`src/rtl/dcrl_pkg.sv`:
```
// ----------------------------------------------------------------------------
// dcrl_pkg: shared types and constants for the dual-copy record loader
// Record layout, default values, status codes and the structs that pass
// between the lane checkers, the merge stage and the top level.
// ----------------------------------------------------------------------------
package dcrl_pkg;

    localparam int RECORD_BYTES = 8;
    localparam int RECORD_W     = 8 * RECORD_BYTES;
    localparam int ADDR_W       = 40;

    localparam logic [ADDR_W-1:0] DEFAULT_ADDRESS = 40'h01_0000_0001;
    localparam logic [7:0]        DEFAULT_CHANNEL = 8'h40;
    localparam logic [7:0]        GROUP_FLAG      = 8'h80;

    // Byte positions inside a record.
    localparam int CHANNEL_BYTE = 5;
    localparam int GROUP_BYTE   = 6;
    localparam int TYPE_BYTE    = 7;

    typedef enum logic [1:0] {
        PAIR_UNPAIRED = 2'd0,
        PAIR_MODE     = 2'd1,
        PAIR_RECORD   = 2'd2
    } pair_status_t;

    // Verdict of one lane on one copy.
    typedef struct packed {
        logic group_ok;   // bytes 0..6 all valid
        logic all_ok;     // bytes 0..7 all valid
    } lane_verdict_t;

    typedef struct packed {
        logic [ADDR_W-1:0] link_address;
        logic [7:0]        channel;
        logic [7:0]        group;
        logic [7:0]        device_type;
        pair_status_t      pair_status;
        logic              from_backup;
    } load_result_t;

endpackage

```
`src/rtl/dcrl_lane.sv`:
```
// ----------------------------------------------------------------------------
// dcrl_lane: integrity check of one record copy
// Compares every byte with the inverse of its check byte in parallel and
// reports how far the valid prefix reaches.
// ----------------------------------------------------------------------------
module dcrl_lane (
    input  logic [dcrl_pkg::RECORD_W-1:0] copy_data,
    input  logic [dcrl_pkg::RECORD_W-1:0] check_data,
    output dcrl_pkg::lane_verdict_t       verdict
);

    logic [dcrl_pkg::RECORD_BYTES-1:0] byte_ok;

    always_comb begin
        for (int k = 0; k < dcrl_pkg::RECORD_BYTES; k++) begin
            byte_ok[k] = (copy_data[8*k +: 8] == ~check_data[8*k +: 8]);
        end
    end

    assign verdict.group_ok = &byte_ok[dcrl_pkg::GROUP_BYTE:0];
    assign verdict.all_ok   = &byte_ok;

endmodule

```
`src/rtl/dcrl_merge.sv`:
```
// ----------------------------------------------------------------------------
// dcrl_merge: combines the two lane verdicts into one load result
// Picks the copy to load, updates the group and type holds and builds the
// address, channel and status.
// ----------------------------------------------------------------------------
module dcrl_merge (
    input  logic [dcrl_pkg::RECORD_W-1:0] primary_copy,
    input  logic [dcrl_pkg::RECORD_W-1:0] backup_copy,
    input  dcrl_pkg::lane_verdict_t       primary_verdict,
    input  dcrl_pkg::lane_verdict_t       backup_verdict,
    input  logic                          pairing,
    input  logic [7:0]                    group_hold,
    input  logic [7:0]                    type_hold,
    output dcrl_pkg::load_result_t        result
);

    logic [dcrl_pkg::RECORD_W-1:0] chosen;
    logic [7:0]                    group_new;
    logic [7:0]                    type_new;

    always_comb begin
        group_new = group_hold;
        type_new  = type_hold;
        chosen    = primary_verdict.all_ok ? primary_copy : backup_copy;

        result.link_address = dcrl_pkg::DEFAULT_ADDRESS;
        result.channel      = dcrl_pkg::DEFAULT_CHANNEL;
        result.pair_status  = dcrl_pkg::PAIR_MODE;
        result.from_backup  = 1'b0;

        if (!pairing) begin
            // The primary's valid prefix is written first; the backup is
            // only walked when the primary fails, so it writes last.
            if (primary_verdict.group_ok) begin
                group_new = primary_copy[8*dcrl_pkg::GROUP_BYTE +: 8];
            end
            if (primary_verdict.all_ok) begin
                type_new = primary_copy[8*dcrl_pkg::TYPE_BYTE +: 8];
            end
            if (!primary_verdict.all_ok) begin
                if (backup_verdict.group_ok) begin
                    group_new = backup_copy[8*dcrl_pkg::GROUP_BYTE +: 8];
                end
                if (backup_verdict.all_ok) begin
                    type_new = backup_copy[8*dcrl_pkg::TYPE_BYTE +: 8];
                end
            end

            if (primary_verdict.all_ok || backup_verdict.all_ok) begin
                result.link_address    = chosen[dcrl_pkg::ADDR_W-1:0];
                result.link_address[7] = (group_new == dcrl_pkg::GROUP_FLAG);
                result.channel         = chosen[8*dcrl_pkg::CHANNEL_BYTE +: 8];
                result.pair_status     = dcrl_pkg::PAIR_RECORD;
                result.from_backup     = !primary_verdict.all_ok;
            end else begin
                result.pair_status     = dcrl_pkg::PAIR_UNPAIRED;
            end
        end

        result.group       = group_new;
        result.device_type = type_new;
    end

endmodule

```
`src/rtl/dual_copy_record_loader.sv`:
```
// ----------------------------------------------------------------------------
// dual_copy_record_loader: loads a pairing record from two guarded copies
// Two parallel lanes check the primary and backup copies against their
// complement images; a merge stage selects the copy, keeps the group and
// type holds and produces the address, channel and pairing status.
// ----------------------------------------------------------------------------
//
//  Channel | Direction | Payload
//  --------+-----------+------------------------------------------------------
//  s_      | in        | tdata: four 64-bit record images, tuser: pairing
//  m_      | out       | tdata: address, channel, group, type;
//          |           | tuser: pair status, backup flag
//
// Every beat is fully evaluated in the cycle it is accepted: the two lane
// comparators and the merge stage are purely combinational, so one record
// is taken per cycle unless stalled and its result appears on the output
// register on the next cycle. The group and type holds are updated in that
// same cycle, so a following beat sees them at once. Reset (aresetn low,
// synchronous) clears the holds and empties the output register. The input is
// stalled only while the output register is full and the sink is not ready.
// ----------------------------------------------------------------------------
module dual_copy_record_loader (
    input  logic         aclk,
    input  logic         aresetn,

    input  logic         s_tvalid,
    output logic         s_tready,
    // [63:0] primary_copy, [127:64] primary_check,
    // [191:128] backup_copy, [255:192] backup_check
    input  logic [255:0] s_tdata,
    // [0] pairing
    input  logic         s_tuser,

    output logic         m_tvalid,
    input  logic         m_tready,
    // [39:0] link_address, [47:40] channel, [55:48] group, [63:56] device_type
    output logic [63:0]  m_tdata,
    // [1:0] pair_status, [2] from_backup
    output logic [2:0]   m_tuser
);

    logic                   accept;
    dcrl_pkg::lane_verdict_t primary_verdict;
    dcrl_pkg::lane_verdict_t backup_verdict;
    dcrl_pkg::load_result_t  result;

    logic                   out_valid_reg;
    logic                   out_valid_next;
    dcrl_pkg::load_result_t  out_data_reg;
    logic [7:0]             group_hold_reg;
    logic [7:0]             group_hold_next;
    logic [7:0]             type_hold_reg;
    logic [7:0]             type_hold_next;

    // The output register may be refilled in the cycle it is drained.
    assign s_tready = !out_valid_reg || m_tready;
    assign accept   = s_tvalid && s_tready;

    // One lane per stored copy.
    dcrl_lane u_lane_primary (
        .copy_data  (s_tdata[0 +: dcrl_pkg::RECORD_W]),
        .check_data (s_tdata[dcrl_pkg::RECORD_W +: dcrl_pkg::RECORD_W]),
        .verdict    (primary_verdict)
    );

    dcrl_lane u_lane_backup (
        .copy_data  (s_tdata[2*dcrl_pkg::RECORD_W +: dcrl_pkg::RECORD_W]),
        .check_data (s_tdata[3*dcrl_pkg::RECORD_W +: dcrl_pkg::RECORD_W]),
        .verdict    (backup_verdict)
    );

    dcrl_merge u_merge (
        .primary_copy    (s_tdata[0 +: dcrl_pkg::RECORD_W]),
        .backup_copy     (s_tdata[2*dcrl_pkg::RECORD_W +: dcrl_pkg::RECORD_W]),
        .primary_verdict (primary_verdict),
        .backup_verdict  (backup_verdict),
        .pairing         (s_tuser),
        .group_hold      (group_hold_reg),
        .type_hold       (type_hold_reg),
        .result          (result)
    );

    always_comb begin
        out_valid_next  = out_valid_reg && !m_tready;
        group_hold_next = group_hold_reg;
        type_hold_next  = type_hold_reg;
        if (accept) begin
            out_valid_next  = 1'b1;
            group_hold_next = result.group;
            type_hold_next  = result.device_type;
        end
    end

    always_ff @(posedge aclk) begin
        if (!aresetn) begin
            out_valid_reg  <= 1'b0;
            group_hold_reg <= 8'h00;
            type_hold_reg  <= 8'h00;
        end else begin
            out_valid_reg  <= out_valid_next;
            group_hold_reg <= group_hold_next;
            type_hold_reg  <= type_hold_next;
        end
    end

    // Payload register: loaded on every accepted beat, no reset needed.
    always_ff @(posedge aclk) begin
        if (accept) begin
            out_data_reg <= result;
        end
    end

    assign m_tvalid = out_valid_reg;
    assign m_tdata  = {out_data_reg.device_type, out_data_reg.group,
                       out_data_reg.channel, out_data_reg.link_address};
    assign m_tuser  = {out_data_reg.from_backup, out_data_reg.pair_status};

endmodule
```
`config.mk`:
```
export PLATFORM = sky130hd
export DESIGN_NAME = dual_copy_record_loader
export DESIGN_NICKNAME = d
export VERILOG_FILES = /design/src/rtl/dcrl_pkg.sv /design/src/rtl/dcrl_lane.sv /design/src/rtl/dcrl_merge.sv /design/src/rtl/dual_copy_record_loader.sv
export SDC_FILE = /design/constraint.sdc
export NUM_CORES = 1
export LEC_CHECK = 0
export ABC_AREA = 0
export ABC_CLOCK_PERIOD_IN_PS = 2500
export BUFFER_PORTS_ARGS = -buffer_cell sky130_fd_sc_hd__buf_2
export CAP_MARGIN = 20
export CELL_PAD_IN_SITES_DETAIL_PLACEMENT = 0
export CELL_PAD_IN_SITES_GLOBAL_PLACEMENT = 1
export CORE_MARGIN = 1.5
export CORE_UTILIZATION = 31
export CTS_CLUSTER_SIZE = 8
export DETAILED_ROUTE_END_ITERATION = 6
export GPL_ROUTABILITY_DRIVEN = 1
export PLACE_DENSITY = 0.89
export SYNTH_ARGS = -nofsm -noshare
export SYNTH_HDL_FRONTEND = slang
export SYNTH_SLANG_ARGS = --single-unit
```
`constraint.sdc`:
```
create_clock -name aclk -period 2.5 [get_ports aclk]
set_clock_uncertainty 0.1 [all_clocks]
set_input_delay 0.125 -clock aclk [delete_from_list [all_inputs] [get_ports aclk]]
set_output_delay 0.125 -clock aclk [all_outputs]
set_load 0.005 [all_outputs]
```
[Word-level counts from Yosys, hierarchy flattened]
Cells that the tools add are included.
Storage, ports and cells
  register bits: 84
  input bits: 261
  output and inout bits: 69
  word-level logic and storage cells: 67
Operators by class
  eq/ne operators: 17
  mux-type cells: 12
  bitwise gates (word level): 17
  reduce and logical (&&, ||, !) cells: 12
Operators by type and width (number)
  $eq 8x8->1: 16
  $not 8->8: 16
  $mux 8: 9
  $mux 48: 1
  $reduce_and 8->1: 2
  $reduce_and 7->1: 2
  $eq 8x8->1 const B: 1
  $logic_not 1->1: 3
  $logic_and 1x1->1: 2
  $logic_or 1x1->1: 2
  $mux 2: 1
  $reduce_or 2->1: 1
  $mux 1: 1
  $not 1->1: 1

[Depth between registers and ports, before layout]
  word-level depth: 8
  gate-level depth with buffers: 9
  mapped depth without buffers: 8

[By module]
Synthesis repeated with hierarchy kept, for this count alone.
Second synthesis, totals
  cells, all modules: 460
  area total of the unflattened synthesis: 5186.2 um^2
Modules (own cells, without submodules)
  dual_copy_record_loader: times used 1, cells an instance 142, area an instance 2715.1 um^2, seq. area each 2352.3 um^2
  dcrl_lane: times used 2, cells an instance 88, area an instance 720.7 um^2, seq. area each 0.0 um^2
  dcrl_merge: times used 1, cells an instance 142, area an instance 1029.7 um^2, seq. area each 0.0 um^2

[Least setup slack after synthesis]
OpenSTA, ideal clock, no wires.
  kind: register -> register
  start: reg out_valid_reg (netlist: m_tvalid)
  end: reg out_data_reg, in the netlist m_tdata[0], enable pin
  setup time: 0.421 ns
  data arrival time: 1.813 ns
  data required time: 1.979 ns
  setup slack: 0.166 ns
  cell stages (with the launch flop): 4
  buffers on the path: 0
  period minus slack after synthesis: 2.334 ns
  path through: dfxtp_1 -> nand2b_1 -> nand2_1 -> inv_1
Between the ends
  word-level cells in the longest chain between the ends: 3
Ends and longest elaborated chain
  start, declared: RTL line dual_copy_record_loader.sv:47  | logic out_valid_reg;
  start signal, assigned: RTL line dual_copy_record_loader.sv:100  | out_valid_reg <= out_valid_next;
  $logic_not 1->1: RTL line dual_copy_record_loader.sv:56  | assign s_tready = !out_valid_reg || m_tready;
  $logic_or 1x1->1: RTL line dual_copy_record_loader.sv:56
  net s_tready: RTL line dual_copy_record_loader.sv:27  | output logic s_tready,
  $logic_and 1x1->1: RTL line dual_copy_record_loader.sv:57  | assign accept = s_tvalid && s_tready;
  net accept: RTL line dual_copy_record_loader.sv:42  | logic accept;
  end signal, assigned: RTL line dual_copy_record_loader.sv:109  | out_data_reg <= result;
  end, declared: RTL line dual_copy_record_loader.sv:49  | dcrl_pkg::load_result_t out_data_reg;
The timed path passes the listed nets, and every way through them passes these cells.
A chain may end at the register's enable or synchronous reset.

==> reports/qor.txt <==
Leak Pwr - 3.63 nW
port buffer count - 329
fraction of layout instances using a drive strength above 1 - 42.9%
mapped cell area - 0.00539 sq mm
Max Cap Violations - 0
Pwr per Cell Area - 470 mW/mm^2
syn avg cell area - 9.59 sq um
GRT Overall Usage - 24.1%
TritonCTS Buffers - 9
Tcrit/Tclk final - 91.0%
initial core utilization - 31.5%
syn nets - 823
top-area cell type share of the netlist area - 37.3%
final antenna-violating net count - 0
Synth Area in Compound Gates - 9.87%
Final setup viols - 0
simple-gate portion of the synthesized area - 18.7%
crit-path max FO - 24
vias in the first global route - 5491
Yosys reg bits - 84
core area - 0.0171 sq mm
Final Hold Violating Endpoints - 0
worst reg2reg path depth - 5
routed via count - 5540
adder-cell area share of the yosys netlist - 0%
Post-Synthesis Cells - 562
nets - 1174
DR vias/cell - 4.84
antenna violations before repair - 1
XOR/XNOR Fraction of Synth Area - 20.8%
Synth cell types - 39
Worst Path Required - 2.59 ns
Worst Setup End Kind - flop
Hold Path Cell Cnt - 3
# IOs - 330
Area contributors post-synth - edfxtp_1 37%, xor2_1 12%, xnor2_1 9.1%
worst min path class - input port to flop
Post-route DRC - 0
RSZ-0062 raised after global routing - no
post-synthesis mux area share - 3.53%
CTS clk-pin slew, worst paths - 0.06 ns
clock latency on the worst-skew pair - 0.35 ns
WP data arrival - 2.36 ns
die footprint - 0.0182 sq mm
largest area contributor in the netlist - edfxtp_1
GP Congestion - 0.878
Worst VDD drop - 0.311 mV
largest net degree at the start of global routing - 36
worst-case clock buffer depth - 2
Die Wd - 135 microns
htree depth - 3
min cycle time layout - 2.27 ns
fmax - 440 MHz
combinational family with the most area after synthesis - XOR/XNOR gates
first-pass GRT wire length - 31700 microns
status - complete, no violations
CTS tree - built
Ys Warns - 0
DR WL/cell - 19.4 microns
fin area - 0.00789 sq mm
die height - 135 microns
Hold EP - m_tvalid
crit start category - input port
placed inst area - 0.00751 sq mm
final wirelength - 22200 microns
type of the worst setup path - input port to flop
initial DRC count - 311
sequential-to-total area share from yosys stat - 43.6%
RR Startpoint - group_hold_reg[3]
max reg flops - 64
hold_sp - m_tready
Final Slew Violations - 0
global route overflow - 0
CTS Sinks - 84
Least-Margin Pin Slew - 0.567 ns
Fin Hold WS - 0.0218 ns
Rows - 48
reg2reg setup slack - 0.68 ns
r2r endpoint - m_tdata[7]
P&R area growth vs syn - 46.3%
Root Driver - clkbuf_16
placed wire-length estimate - 18300 microns
Max-slew headroom - 62.1%
DR pass1 iterations - 4
[through the flow]
| stage | TNS [ns] | power, mW | cells | util (%) | worst slack, ns |
|---|---|---|---|---|---|
| 2_1_floorplan | 0 | 1.84 | 562 | - | 0.166 |
| 3_3_place_gp | -10.93 | 2.30 | 1124 | 43.9 | -0.235 |
| 3_5_place_dp | -14.40 | 2.31 | 1124 | 43.9 | -0.278 |
| 4_1_cts | 0 | 3.73 | 1143 | 45.9 | 0.0941 |
| 5_1_grt | 0 | 3.83 | 1144 | 46.1 | 0.0139 |
| 6_report | 0 | 3.71 | 1144 | 46.1 | 0.226 |
[synthesized netlist by cell type]
cell type,number
buf_6,3
mux2_1,6
nor3_1,2
a21o_1,1
nand2b_1,1
mux2_2,2
inv_1,10
and4b_1,8
nand3b_1,1
buf_2,12
a21oi_1,44
nor2_1,11
nor4_2,1
xnor2_1,56
or4b_2,2
a21boi_2,1
nand2_1,107
a22oi_2,1
mux2i_1,10
nor2_2,1
nand4_1,22
o21bai_1,8
nand2_8,1
a21boi_1,5
xor2_1,72
buf_4,3
and3_1,8
and4_1,2
clkbuf_1,7
o21ai_0,29
nand3_1,11
and2_1,2
nor4_1,20
dfxtp_1,17
o21ai_1,3
edfxtp_1,67
inv_2,1
or2_2,1
a21boi_0,3
[worst max-delay path, cell delays in order]
cell,delay (ns)
buf_2,0.11
xnor2_1,0.12
nor4_1,0.51
buf_4,0.20
nand4_1,0.10
nor4_2,0.28
buf_4,0.23
nand2_1,0.06
a21o_2,0.27
buf_12,0.18
a21boi_1,0.17
[layer usage]
metal  routed length (microns)  part of all wire (%)  up-vias  GRT usage, %
met3                      1550                   7.0       35          4.20
met2                     11400                    52      274          44.3
met1                      8580                    39     2550          27.9
met4                       626                   2.8        0          8.96
li1                          -                     -     2681             -
met5                         0                     0        -             0
[how the worst max path moves through the flow]
stage                     slack [ns]          from  depth (start not counted)           to
final                           0.23  s_tdata[138]                         11  m_tdata[61]
after global routing            0.01   s_tdata[42]                         10  m_tdata[48]
after CTS                       0.09  s_tdata[151]                         11   m_tdata[0]
after detailed placement       -0.28  s_tdata[151]                         11   m_tdata[0]
after global placement         -0.24  s_tdata[151]                         11  m_tdata[46]
after floorplan                 0.17      m_tvalid                          3   m_tdata[0]
[final cells by class]
cell class                 count  area (sq um)
antenna                        1          2.50
inverter                      11          41.3
clock inverter                 3          42.5
timing repair buffer         365          2010
tap                          225           282
fill                        1708          9230
multi-input combinational    442          2880
clock buffer                  13           272
sequential                    84          2350
[placed cells by master (no fill, tap or decap), types with 3 or more instances in the layout]
cell	instances
a21boi_0	3
a21boi_1	5
a21oi_1	44
and3_1	8
and4b_1	8
buf_12	7
buf_2	329
buf_4	26
clkbuf_16	10
dfxtp_1	17
dlygate4sd3_1	3
edfxtp_1	67
inv_1	9
mux2_1	6
mux2i_1	10
nand2_1	107
nand3_1	11
nand4_1	22
nor2_1	11
nor4_1	17
nor4_2	4
o21ai_0	29
o21ai_1	3
o21bai_1	8
xnor2_1	56
xor2_1	71
[repair_timing]
item                                    4_1_cts  5_1_grt
buffers inserted                              0        0
gates resized for setup                       0        4
hold buffers                                  3        0
endpoints found under the setup margin        0       53
endpoints found under the hold margin         2        0
[cell families (layout without fill, tap and decap cells)]
family | count (synthesis) | count (layout)
AO/OA/AOI/OAI | 95 | 95
XOR/XNOR | 128 | 128
buffers and inverters | 36 | 392
flip-flops | 84 | 84
multiplexers | 18 | 18
other | 0 | 1
AND/OR/NAND/NOR | 201 | 201
[power by group]
part | internal, mW | switching (mW)
logic | 0.338 | 0.366
registers | 1.56 | 0.0143
clock network | 0.862 | 0.569
total | 2.76 | 0.949
No activity file was read; power rests on OpenSTA's default activity.
